## src/rtl/core/mbsp_pkg.sv

```systemverilog
// ----------------------------------------------------------------------------
// MIDI byte stream parser package
// Shared types and constants for the front parser, message queue and back end.
// ----------------------------------------------------------------------------
package mbsp_pkg;

    localparam logic [7:0] SYSEX_START = 8'hF0;
    localparam logic [7:0] SYSEX_END   = 8'hF7;
    localparam logic [3:0] SYS_NIBBLE  = 4'hF;

    // Status high nibble minus eight.
    localparam logic [2:0] MT_NOTE_OFF  = 3'd0;
    localparam logic [2:0] MT_NOTE_ON   = 3'd1;
    localparam logic [2:0] MT_PROG_CHG  = 3'd4;
    localparam logic [2:0] MT_CHAN_PRES = 3'd5;

    localparam int QDepth   = 2;
    localparam int QPtrW    = $clog2(QDepth);
    localparam int QCountW  = $clog2(QDepth + 1);

    typedef enum logic [1:0] {
        EV_NOTE_ON  = 2'd0,
        EV_NOTE_OFF = 2'd1,
        EV_OTHER    = 2'd2
    } t_event_kind;

    // A complete two-data-byte channel message, before note filtering.
    typedef struct packed {
        logic [2:0] msg_type;
        logic [3:0] channel;
        logic [6:0] first;
        logic [6:0] second;
    } t_msg;

    typedef struct packed {
        logic full;
        logic empty;
    } t_q_status;

endpackage

```

## src/rtl/core/mbsp_front.sv

```systemverilog
// ----------------------------------------------------------------------------
// MIDI front parser
// Classifies each byte, tracks sysex and running status, gathers data bytes.
// ----------------------------------------------------------------------------
module mbsp_front (
    input  logic                i_clk,
    input  logic                i_rst_n,
    input  logic                i_accept,
    input  logic [7:0]          i_midi_byte,
    output logic                o_push,
    output mbsp_pkg::t_msg      o_msg
);
    import mbsp_pkg::*;

    typedef enum logic [1:0] {
        PH_STATUS = 2'd0,
        PH_DATA1  = 2'd1,
        PH_DATA2  = 2'd2,
        PH_SYSEX  = 2'd3
    } t_phase;

    t_phase     r_phase, n_phase;
    logic [2:0] r_status, n_status;
    logic [3:0] r_channel, n_channel;
    logic [6:0] r_first, n_first;
    logic       push;

    always_comb begin
        n_phase   = r_phase;
        n_status  = r_status;
        n_channel = r_channel;
        n_first   = r_first;
        push      = 1'b0;
        if (i_accept) begin
            if (i_midi_byte == SYSEX_START) begin
                n_phase = PH_SYSEX;
            end else if (i_midi_byte == SYSEX_END) begin
                n_phase = PH_STATUS;
            end else if (i_midi_byte[7:4] == SYS_NIBBLE) begin
                n_phase = r_phase;
            end else if (i_midi_byte[7]) begin
                n_phase   = PH_DATA1;
                n_status  = i_midi_byte[6:4];
                n_channel = i_midi_byte[3:0];
            end else begin
                case (r_phase)
                    PH_DATA1: begin
                        n_first = i_midi_byte[6:0];
                        // One-data-byte messages wait for the next first byte.
                        if (r_status == MT_PROG_CHG || r_status == MT_CHAN_PRES) begin
                            n_phase = PH_DATA1;
                        end else begin
                            n_phase = PH_DATA2;
                        end
                    end
                    PH_DATA2: begin
                        n_phase = PH_DATA1;
                        push    = 1'b1;
                    end
                    default: begin
                        n_phase = r_phase;
                    end
                endcase
            end
        end
    end

    always_ff @(posedge i_clk) begin
        if (!i_rst_n) begin
            r_phase   <= PH_STATUS;
            r_status  <= '0;
            r_channel <= '0;
            r_first   <= '0;
        end else begin
            r_phase   <= n_phase;
            r_status  <= n_status;
            r_channel <= n_channel;
            r_first   <= n_first;
        end
    end

    assign o_push         = push;
    assign o_msg.msg_type = r_status;
    assign o_msg.channel  = r_channel;
    assign o_msg.first    = r_first;
    assign o_msg.second   = i_midi_byte[6:0];

endmodule

```

## src/rtl/core/mbsp_queue.sv

```systemverilog
// ----------------------------------------------------------------------------
// MIDI message queue
// Short FIFO that decouples the front parser from the note filter.
// ----------------------------------------------------------------------------
module mbsp_queue (
    input  logic                i_clk,
    input  logic                i_rst_n,
    input  logic                i_push,
    input  mbsp_pkg::t_msg      i_msg,
    input  logic                i_pop,
    output mbsp_pkg::t_msg      o_msg,
    output mbsp_pkg::t_q_status o_status
);
    import mbsp_pkg::*;

    t_msg               r_mem [QDepth];
    logic [QPtrW-1:0]   r_wr_ptr, r_rd_ptr;
    logic [QCountW-1:0] r_count, n_count;
    logic               do_push, do_pop;

    assign o_status.full  = (r_count == QCountW'(QDepth));
    assign o_status.empty = (r_count == '0);
    assign do_push        = i_push && !o_status.full;
    assign do_pop         = i_pop && !o_status.empty;

    always_comb begin
        n_count = r_count;
        if (do_push && !do_pop) begin
            n_count = r_count + 1'b1;
        end else if (do_pop && !do_push) begin
            n_count = r_count - 1'b1;
        end
    end

    always_ff @(posedge i_clk) begin
        if (do_push) begin
            r_mem[r_wr_ptr] <= i_msg;
        end
    end

    always_ff @(posedge i_clk) begin
        if (!i_rst_n) begin
            r_wr_ptr <= '0;
            r_rd_ptr <= '0;
            r_count  <= '0;
        end else begin
            r_count <= n_count;
            if (do_push) begin
                r_wr_ptr <= (r_wr_ptr == QPtrW'(QDepth - 1)) ? '0 : r_wr_ptr + 1'b1;
            end
            if (do_pop) begin
                r_rd_ptr <= (r_rd_ptr == QPtrW'(QDepth - 1)) ? '0 : r_rd_ptr + 1'b1;
            end
        end
    end

    assign o_msg = r_mem[r_rd_ptr];

endmodule

```

## src/rtl/core/mbsp_back.sv

```systemverilog
// ----------------------------------------------------------------------------
// MIDI note filter and output stage
// Applies the held-note table to each message and registers the result.
// ----------------------------------------------------------------------------
module mbsp_back (
    input  logic                i_clk,
    input  logic                i_rst_n,
    input  mbsp_pkg::t_msg      i_msg,
    input  mbsp_pkg::t_q_status i_q_status,
    output logic                o_pop,
    input  logic                i_stall,
    output logic                o_valid,
    output logic [1:0]          o_event_kind,
    output logic [3:0]          o_channel,
    output logic [2:0]          o_message_type,
    output logic [6:0]          o_first_value,
    output logic [6:0]          o_second_value
);
    import mbsp_pkg::*;

    logic [127:0] r_note_held;
    logic         r_valid;
    t_event_kind  r_kind;
    t_msg         r_msg;

    logic         pop;
    logic         held;
    logic         emit;
    logic         set_held, clr_held;
    t_event_kind  kind;
    logic [6:0]   second;

    assign pop  = !i_q_status.empty && (!r_valid || !i_stall);
    assign held = r_note_held[i_msg.first];

    always_comb begin
        emit     = 1'b1;
        set_held = 1'b0;
        clr_held = 1'b0;
        kind     = EV_OTHER;
        second   = i_msg.second;
        // A note-on with zero velocity is a note-off.
        if (i_msg.msg_type == MT_NOTE_OFF ||
            (i_msg.msg_type == MT_NOTE_ON && i_msg.second == '0)) begin
            kind     = EV_NOTE_OFF;
            second   = '0;
            emit     = held;
            clr_held = held;
        end else if (i_msg.msg_type == MT_NOTE_ON) begin
            kind     = EV_NOTE_ON;
            emit     = !held;
            set_held = !held;
        end
    end

    always_ff @(posedge i_clk) begin
        if (!i_rst_n) begin
            r_note_held <= '0;
            r_valid     <= 1'b0;
        end else begin
            if (pop) begin
                r_valid <= emit;
                if (set_held) begin
                    r_note_held[i_msg.first] <= 1'b1;
                end else if (clr_held) begin
                    r_note_held[i_msg.first] <= 1'b0;
                end
            end else if (!i_stall) begin
                r_valid <= 1'b0;
            end
        end
    end

    always_ff @(posedge i_clk) begin
        if (pop) begin
            r_kind         <= kind;
            r_msg.msg_type <= i_msg.msg_type;
            r_msg.channel  <= i_msg.channel;
            r_msg.first    <= i_msg.first;
            r_msg.second   <= second;
        end
    end

    assign o_pop          = pop;
    assign o_valid        = r_valid;
    assign o_event_kind   = r_kind;
    assign o_channel      = r_msg.channel;
    assign o_message_type = r_msg.msg_type;
    assign o_first_value  = r_msg.first;
    assign o_second_value = r_msg.second;

endmodule

```

## src/rtl/core/midi_byte_stream_parser.sv

```systemverilog
// ----------------------------------------------------------------------------
// MIDI byte stream parser
// Parses raw MIDI bytes with running status and reports channel messages.
// ----------------------------------------------------------------------------
//   Channel   Direction  Handshake           Payload
//   byte in   input      i_valid / o_stall   i_midi_byte
//   event out output     o_valid / i_stall   o_event_kind, o_channel,
//                                            o_message_type, o_first_value,
//                                            o_second_value
//
// One byte is accepted per cycle while the message queue is not full; a
// completed message is written to the queue and then to the output register.
// Reset clears the parse state and the 128-entry held-note table at once.
// o_stall rises only when the two-entry message queue is full.
// ----------------------------------------------------------------------------
module midi_byte_stream_parser (
    input  logic       i_clk,
    input  logic       i_rst_n,
    input  logic       i_valid,
    output logic       o_stall,
    input  logic [7:0] i_midi_byte,
    output logic       o_valid,
    input  logic       i_stall,
    output logic [1:0] o_event_kind,
    output logic [3:0] o_channel,
    output logic [2:0] o_message_type,
    output logic [6:0] o_first_value,
    output logic [6:0] o_second_value
);
    import mbsp_pkg::*;

    logic      accept;
    logic      push;
    logic      pop;
    t_msg      front_msg;
    t_msg      queue_msg;
    t_q_status q_status;

    assign o_stall = q_status.full;
    assign accept  = i_valid && !q_status.full;

    mbsp_front u_front (
        .i_clk       (i_clk),
        .i_rst_n     (i_rst_n),
        .i_accept    (accept),
        .i_midi_byte (i_midi_byte),
        .o_push      (push),
        .o_msg       (front_msg)
    );

    mbsp_queue u_queue (
        .i_clk    (i_clk),
        .i_rst_n  (i_rst_n),
        .i_push   (push),
        .i_msg    (front_msg),
        .i_pop    (pop),
        .o_msg    (queue_msg),
        .o_status (q_status)
    );

    mbsp_back u_back (
        .i_clk          (i_clk),
        .i_rst_n        (i_rst_n),
        .i_msg          (queue_msg),
        .i_q_status     (q_status),
        .o_pop          (pop),
        .i_stall        (i_stall),
        .o_valid        (o_valid),
        .o_event_kind   (o_event_kind),
        .o_channel      (o_channel),
        .o_message_type (o_message_type),
        .o_first_value  (o_first_value),
        .o_second_value (o_second_value)
    );

endmodule

```

## config.mk

```make
export PLATFORM = sky130hd
export DESIGN_NAME = midi_byte_stream_parser
export DESIGN_NICKNAME = d
export VERILOG_FILES = /design/src/rtl/core/mbsp_pkg.sv /design/src/rtl/core/mbsp_front.sv /design/src/rtl/core/mbsp_queue.sv /design/src/rtl/core/mbsp_back.sv /design/src/rtl/core/midi_byte_stream_parser.sv
export SDC_FILE = /design/constraint.sdc
export NUM_CORES = 1
export LEC_CHECK = 0
export CORE_ASPECT_RATIO = 0.8
export CORE_MARGIN = 2
export CORE_UTILIZATION = 45
export DETAILED_ROUTE_END_ITERATION = 6
export DONT_BUFFER_PORTS = 1
export SETUP_SLACK_MARGIN = 0.4
export SYNTH_ARGS = -nofsm -noshare
export SYNTH_HDL_FRONTEND = slang
export SYNTH_HIERARCHICAL = 1
export SYNTH_SLANG_ARGS = --single-unit
```

## constraint.sdc

```tcl
create_clock -name i_clk -period 3.5 [get_ports i_clk]
set_input_delay 0.7 -clock i_clk [delete_from_list [all_inputs] [get_ports i_clk]]
set_output_delay 0.7 -clock i_clk [all_outputs]
set_load 0.01 [all_outputs]
```

==> results of run 1 <==
path summary, 6_finish.rpt:
path,startpoint,endpoint,slack (ns),cells after the start
max,flip-flop,flip-flop,0.05,14
min,i_midi_byte[6],u_queue/r_mem[1][6],0.28,0
max reg2reg,flip-flop,flip-flop,0.05,14
min reg2reg,flip-flop,flip-flop,0.45,2
final cells by class:
| type | instances | area [sq um] |
|---|---|---|
| Tap cell | 306 | 383 |
| Clock inverter | 10 | 128 |
| Multi-Input combinational cell | 687 | 5110 |
| Sequential cell | 215 | 4960 |
| Clock buffer | 30 | 612 |
| Inverter | 8 | 30.0 |
| Fill cell | 1985 | 10000 |
| Timing Repair Buffer | 117 | 1310 |
kinds of logic after synthesis:
group	count (synthesis)
AND/OR/NAND/NOR	296
buffers and inverters	78
XOR/XNOR	4
multiplexers	210
adder cells (fa/ha/maj)	1
flip-flops	215
AO/OA/AOI/OAI	175
stage by stage:
stage          TNS, ns  hold slack (ns)  std cells  area [sq um]  setup slack (ns)
2_1_floorplan        0            0.425        979         10400             0.130
3_3_place_gp         0            0.437       1292         11000           0.00620
3_5_place_dp    -0.479            0.439       1292         11000           -0.0588
4_1_cts              0            0.271       1349         12100             0.180
5_1_grt         -0.236            0.266       1373         12500           -0.0556
6_report             0            0.281       1373         12500            0.0486
layer usage:
layer | routed length, um | track usage [%] | vias up
li1 | - | - | 3644
met1 | 13900 | 35.0 | 3874
met2 | 12100 | 32.0 | 260
met3 | 1630 | 2.80 | 41
met4 | 546 | 5.22 | 0
met5 | 0 | 0 | -
cell usage in the layout, fill, tap and decap left out, types with 3 or more instances in the layout:
cell type,netlist,layout
buf_8,12,3
buf_16,0,5
mux2i_1,157,156
buf_12,0,12
bufinv_16,0,3
nor2b_1,9,9
a21oi_4,0,4
nor3_2,10,12
nor2_1,36,36
dfxtp_1,150,149
nand2b_1,3,3
clkbuf_16,0,31
or3b_2,3,3
buf_6,6,4
nand2_1,181,181
inv_1,7,6
clkinv_2,0,4
nor3_1,11,8
edfxtp_1,65,65
a21oi_2,1,9
mux2_4,0,3
and2_1,15,15
clkbuf_1,31,6
nand3_1,7,6
a21oi_1,20,8
mux4_2,25,26
mux2_2,25,23
o21ai_1,2,3
buf_4,11,85
o21ai_0,123,121
power by group:
part           total (mW)  internal [mW]  switching [mW]
Sequential           2.60           2.58          0.0164
Combinational       0.175         0.0757          0.0992
Clock                2.44           1.45           0.991
Total                5.21           4.11            1.11
worst max-delay path, cell delays in order (launching register included):
cell and delay, ns:
dfxtp_4 0.40, mux2_4 0.39, buf_12 0.17, buf_4 0.14, mux2_2 0.30, a221oi_1 0.30
o211ai_1 0.17, nand4_1 0.15, o31a_1 0.17, buf_6 0.16, nand2_8 0.06, or3_4 0.46
buf_8 0.18, clkbuf_16 0.16, mux2i_1 0.15
what timing repair did:
action	CTS	global route
setup endpoints to repair	129	129
setup buffers	13	15
pin swaps	4	6
gates cloned	4	9
gates resized for setup	30	20
==> summary.txt, run 1 <==
Place
  – Routability cong.: 0.906
  – DP HPWL: 16800 um
  – Port bufs: 0

Detailed routing
  – DR iter-0 viols: 757
  – Drt wl/cell: 20.5 um
  – Pre-antenna DRT Iters: 5
  – Vias/cell: 5.69
  – DRC: 0
  – Total wire length: 28200 um
  – Routed Antenna Nets: 0
  – Vias: 7819

Synth
  – XOR/XNOR Fraction of Synth Area: 0.337%
  – Area contributors post-synth: dfxtp_1 (29%), edfxtp_1 (19%), mux2i_1 (15%)
  – Biggest area consumer among synthesized cells: dfxtp_1
  – Mapped Cells: just under 1000
  – Commonest cells in the netlist: nand2_1 (181), mux2i_1 (157), dfxtp_1 (150), o21ai_0 (123), edfxtp_1 (65)
  – Register bit total from synthesis: 215
  – Mux cell area share after synthesis: 24.0%
  – Synthesized area per cell: 10.6 sq um
  – Synth cell types: 69
  – Ys async rst share: 0%
  – EDFF count, synth: 65
  – Netlist Area Pre-Place: 10400 sq um
  – Most common cell in the netlist: nand2_1
  – Synth Flop Type: dfxtp_1
  – Adder-cell share of the synthesized area: less than 1%
  – Simple logic cell fraction of the synthesized area: a little over an eighth
  – Post-synthesis sequential area ratio: 47.6%
  – Synth Area in Compound Gates: under 10%
  – Main combinational cell family by area after synthesis: multiplexers
  – Syn_nets: 992
  – Synth top area share: 28.9%
  – Ys Warns: 6

Clock network
  – CTS tree: done
  – CTS Buf Count: 22
  – Clk sinks: approximately 220
  – Hold_buf cts: 0
  – Reg clk slew, reported paths: 0.06 ns
  – Root buf cell: clkbuf_16
  – Clock Latency Late Sink: 0.51 ns
  – CTS Buffer Depth: 3
  – H-tree lvl count: 1

Timing
  – Crit share post-route: a little over nine tenths
  – Worst-Margin Slew: 0.632 ns
  – Max-slew violation total from the final report: 0
  – Fmax: 290 MHz
  – Setup Skew: 0.0111 ns
  – Final setup violating endpoints: 0
  – Final min period: around 3.5 ns
  – Final Hold Fails: 0
  – RSZ-0062 raised after global routing: true
  – Slew margin rel.: around 58%

Floorplanning
  – IO Pins: 37
  – DIE HEIGHT: 140 um
  – Die Footprint: about 24000 sq um
  – Area of the core: 22600 sq um
  – Rows: 49
  – Die width: 174 um
  – Initial Util: ~46%

Power
  – Final Power: 5.21 mW
  – Power per cell area: 416 nW/um^2
  – VDD IR max: approximately 0.28 mV
  – Leak Pwr: 5.14 nW

Finish
  – # diodes: 0
  – Final nets: between 1000 and 1500
  – Syn-to-layout area delta: 20.5%
  – Layout cells sized above 1: 23.9%
  – Util after Layout: 55.5%

Global route
  – First-pass GRT wire length: 42700 um
  – GRT Residual Overflow: 0
  – Number of global-route vias before repair: 7308
  – Initial antenna violation count: 0
  – Total track usage: 22.1%
  – Largest net degree at the start of global routing: 143

Worst setup path
  – Worst EP required: 3.93 ns
  – CP arrival: 3.88 ns
  – Worst-path fanout max: 8
  – Crit. End Element: flip-flop
  – CP Launch Type: flip-flop
  – Setup CP Type: flip-flop to flip-flop

Worst hold path
  – Worst Hold Class: input port to flip-flop

Flow run
  – Max Cap Viol: 0

Run status
  – Outcome: completed
Note: power is estimated with default switching activity, not from simulation.
==> inputs of run 2 (changes only) <==
Settings changed: MAX_ROUTING_LAYER set to met4.
==> summary.txt, run 2 (synthesis gave the netlist of run 1 again) <==
Finish
  – Layout cells sized above 1: 24.0% (was 23.9%)
  – Final instance area: 12500 sq um (about the same)
  – Most common cell after layout, fill and taps aside: nand2_1 (unchanged)
  – # diodes: 0 (unchanged)
  – Fillers: 1982 (was 1985)
  – Most frequent cells in the layout: nand2_1 (181), mux2i_1 (156), dfxtp_1 (149), o21ai_0 (120), buf_4 (87) (was nand2_1 (181), mux2i_1 (156), dfxtp_1 (149), o21ai_0 (121), buf_4 (85))
  – Final nets: 1066 (was 1064)
  – Syn-to-layout area delta: 20.7% (was 20.5%)

Timing
  – Worst-Margin Slew: 0.630 ns (was 0.632 ns)
  – Slew margin rel.: 57.9% (was 57.7%)
  – Final setup violating endpoints: 0 (unchanged)
  – RSZ-0062 raised after global routing: true (unchanged)
  – Final Hold Fails: 0 (unchanged)
  – Setup Skew: 0.0128 ns (was 0.0111 ns)
  – Final min period: 3.46 ns (was 3.45 ns)
  – Fmax: 289 MHz (was 290 MHz)
  – Crit share post-route: 98.8% (was 98.6%)
  – Max-slew violation total from the final report: 0 (unchanged)
  – Final hold slack: 0.281 ns (about the same)

Clock network
  – CTS Buffer Depth: 3 (unchanged)
  – CTS Buf Count: 22 (unchanged)
  – Reg clk slew, reported paths: 0.06 ns (about the same)
  – H-tree lvl count: 1 (unchanged)
  – Clk sinks: 215 (unchanged)
  – Root buf cell: clkbuf_16 (unchanged)
  – Hold_buf cts: 0 (unchanged)
  – Clock Latency Late Sink: 0.51 ns (about the same)
  – CTS tree: done (unchanged)

Power
  – VDD IR max: 0.282 mV (was 0.277 mV)
  – Power per cell area: 415 nW/um^2 (was 416 nW/um^2)
  – Leak Pwr: 5.15 nW (was 5.14 nW)
  – Comb pwr share: 3.4% (about the same)
  – Part of the power in registers: 49.9% (about the same)
  – Power Internal: 4.11 mW (about the same)
  – Sw Ratio: 21.2% (about the same)
  – Clock power frac: 46.7% (was 46.8%)
  – Switching power: 1.10 mW (was 1.11 mW)

Place
  – Routability cong.: 0.922 (was 0.906)
  – Port bufs: 0 (unchanged)
  – Placed instance area: 11000 sq um (unchanged)
  – DP HPWL: 16800 um (unchanged)

Worst setup path
  – Crit. End Element: flip-flop (unchanged)
  – Slowest stage delay, CP: 0.46 ns (about the same)
  – Crit path cell chain: mux2_4 -> buf_12 -> buf_4 -> mux2_2 -> a221oi_1 -> o211ai_1 -> nand4_1 -> o31a_1 -> buf_6 -> nand2_8 -> or3_4 -> buf_8 -> buf_16 -> mux2i_1 (was mux2_4 -> buf_12 -> buf_4 -> mux2_2 -> a221oi_1 -> o211ai_1 -> nand4_1 -> o31a_1 -> buf_6 -> nand2_8 -> or3_4 -> buf_8 -> clkbuf_16 -> mux2i_1)
  – Crit path max-delay family: multiplexers (unchanged)
  – Setup CP Type: flip-flop to flip-flop (unchanged)
  – Worst R2R Setup Slack: 0.04 ns (was 0.05 ns)
  – Worst-path fanout max: 8 (unchanged)
  – Worst EP required: 3.92 ns (was 3.93 ns)
  – R2R cell count: 14 (unchanged)
  – CP Launch Type: flip-flop (unchanged)
  – CP arrival: 3.88 ns (about the same)
  – Buf/Inv on CP: 5 (unchanged)
  – CP max stage cell: or3_4 (unchanged)

Flow run
  – Max Cap Viol: 0 (unchanged)

Global route
  – Initial antenna violation count: 0 (unchanged)
  – Number of global-route vias before repair: 7311 (was 7308)
  – First-pass GRT wire length: 42800 um (was 42700 um)
  – Largest net degree at the start of global routing: 143 (unchanged)
  – Total track usage: 22.8% (was 22.1%)
  – GRT Residual Overflow: 0 (unchanged)

Floorplanning
  – Area of the core: 22600 sq um (unchanged)
  – Die Footprint: 24300 sq um (unchanged)
  – Rows: 49 (unchanged)
  – DIE HEIGHT: 140 um (unchanged)
  – Initial Util: 46.1% (unchanged)
  – IO Pins: 37 (unchanged)
  – Die width: 174 um (unchanged)

Detailed routing
  – DR iter-0 viols: 794 (was 757)
  – Total wire length: 28300 um (was 28200 um)
  – Vias/cell: 5.70 (was 5.69)
  – DRC: 0 (unchanged)
  – Pre-antenna DRT Iters: 5 (unchanged)
  – Wire length on met3: 1910 um (was 1630 um)
  – Drt wl/cell: 20.6 um (was 20.5 um)
  – Met2 layer wire length in the routed design: 12200 um (was 12100 um)
  – Routed met1 length: 13700 um (was 13900 um)
  – Top sig layer: met4 (unchanged)
  – Routed Antenna Nets: 0 (unchanged)
  – Vias: 7840 (was 7819)

Worst hold path
  – Hold Crit Depth: 0 (unchanged)
  – HP Start: i_midi_byte[6] (unchanged)
  – Hold Crit Endpoint: u_queue/r_mem[1][6] (unchanged)
  – Worst Hold Class: input port to flip-flop (unchanged)

Run status
  – Outcome: completed (unchanged)
==> run 2: cell types whose count changed in the layout (fill, tap and decap cells not counted), sizes merged <==
cell  previous run  this run
buf            109       111
==> run 2: repair_timing <==
item | CTS | global route
setup endpoints to repair | 129 | 129
gates cloned | 4 | 10
buffers inserted | 13 | 16
pin swaps | 4 | 6
gates resized for setup | 30 | 23
==> run 2: area by class of cell <==
type	count	area, sq um	share of cell area, %
Inverter	8	30.0	0.239
Multi-Input combinational cell	687	5120	40.8
Tap cell	306	383	3.05
Clock inverter	10	128	1.02
Sequential cell	215	4960	39.5
Timing Repair Buffer	119	1310	10.5
Clock buffer	30	612	4.88
==> run 2: routing by layer <==
metal	track usage [%]	vias up
met5	-	-
met4	5.22	0
met3	2.71	41
met2	31.9	285
met1	35.1	3858
li1	-	3656
==> run 2: worst reg2reg max path: cells and delay by family (launching register included) <==
| kind | cells | cell delay, ns |
|---|---|---|
| simple gates | 3 | 0.67 |
| buf+inv | 5 | 0.80 |
| compound gates | 3 | 0.64 |
| flops | 1 | 0.40 |
| mux | 3 | 0.86 |
==> run 2: worst max path at each step <==
stage / start / to / slack, ns / cells past startpoint
after floorplan: flip-flop / flip-flop / 0.13 / 15
after global placement: flip-flop / flip-flop / 0.006 / 12
after detailed placement: flip-flop / flip-flop / -0.06 / 12
after CTS: flip-flop / flip-flop / 0.18 / 14
after global routing: flip-flop / flip-flop / -0.05 / 14
final: flip-flop / flip-flop / 0.04 / 14
==> run 2: stage by stage <==
stage	power, mW	setup slack (ns)	utilization (%)	cells	setup TNS (ns)
3_3_place_gp	2.80	0.00620	48.8	1292	0
5_1_grt	5.34	-0.0547	55.6	1375	-0.250
3_5_place_dp	2.80	-0.0588	48.8	1292	-0.479
4_1_cts	5.22	0.180	53.6	1349	0
6_report	5.21	0.0410	55.6	1375	0
2_1_floorplan	2.78	0.130	-	979	0
==> run 2: power by group through the flow <==
stage                     clock, mW  combinational [mW]  sequential [mW]
after floorplan                   0               0.125             2.65
after global placement            0               0.144             2.65
after detailed placement          0               0.144             2.66
after CTS                      2.46               0.158             2.60
after global routing           2.55               0.186             2.60
final                          2.43               0.176             2.60
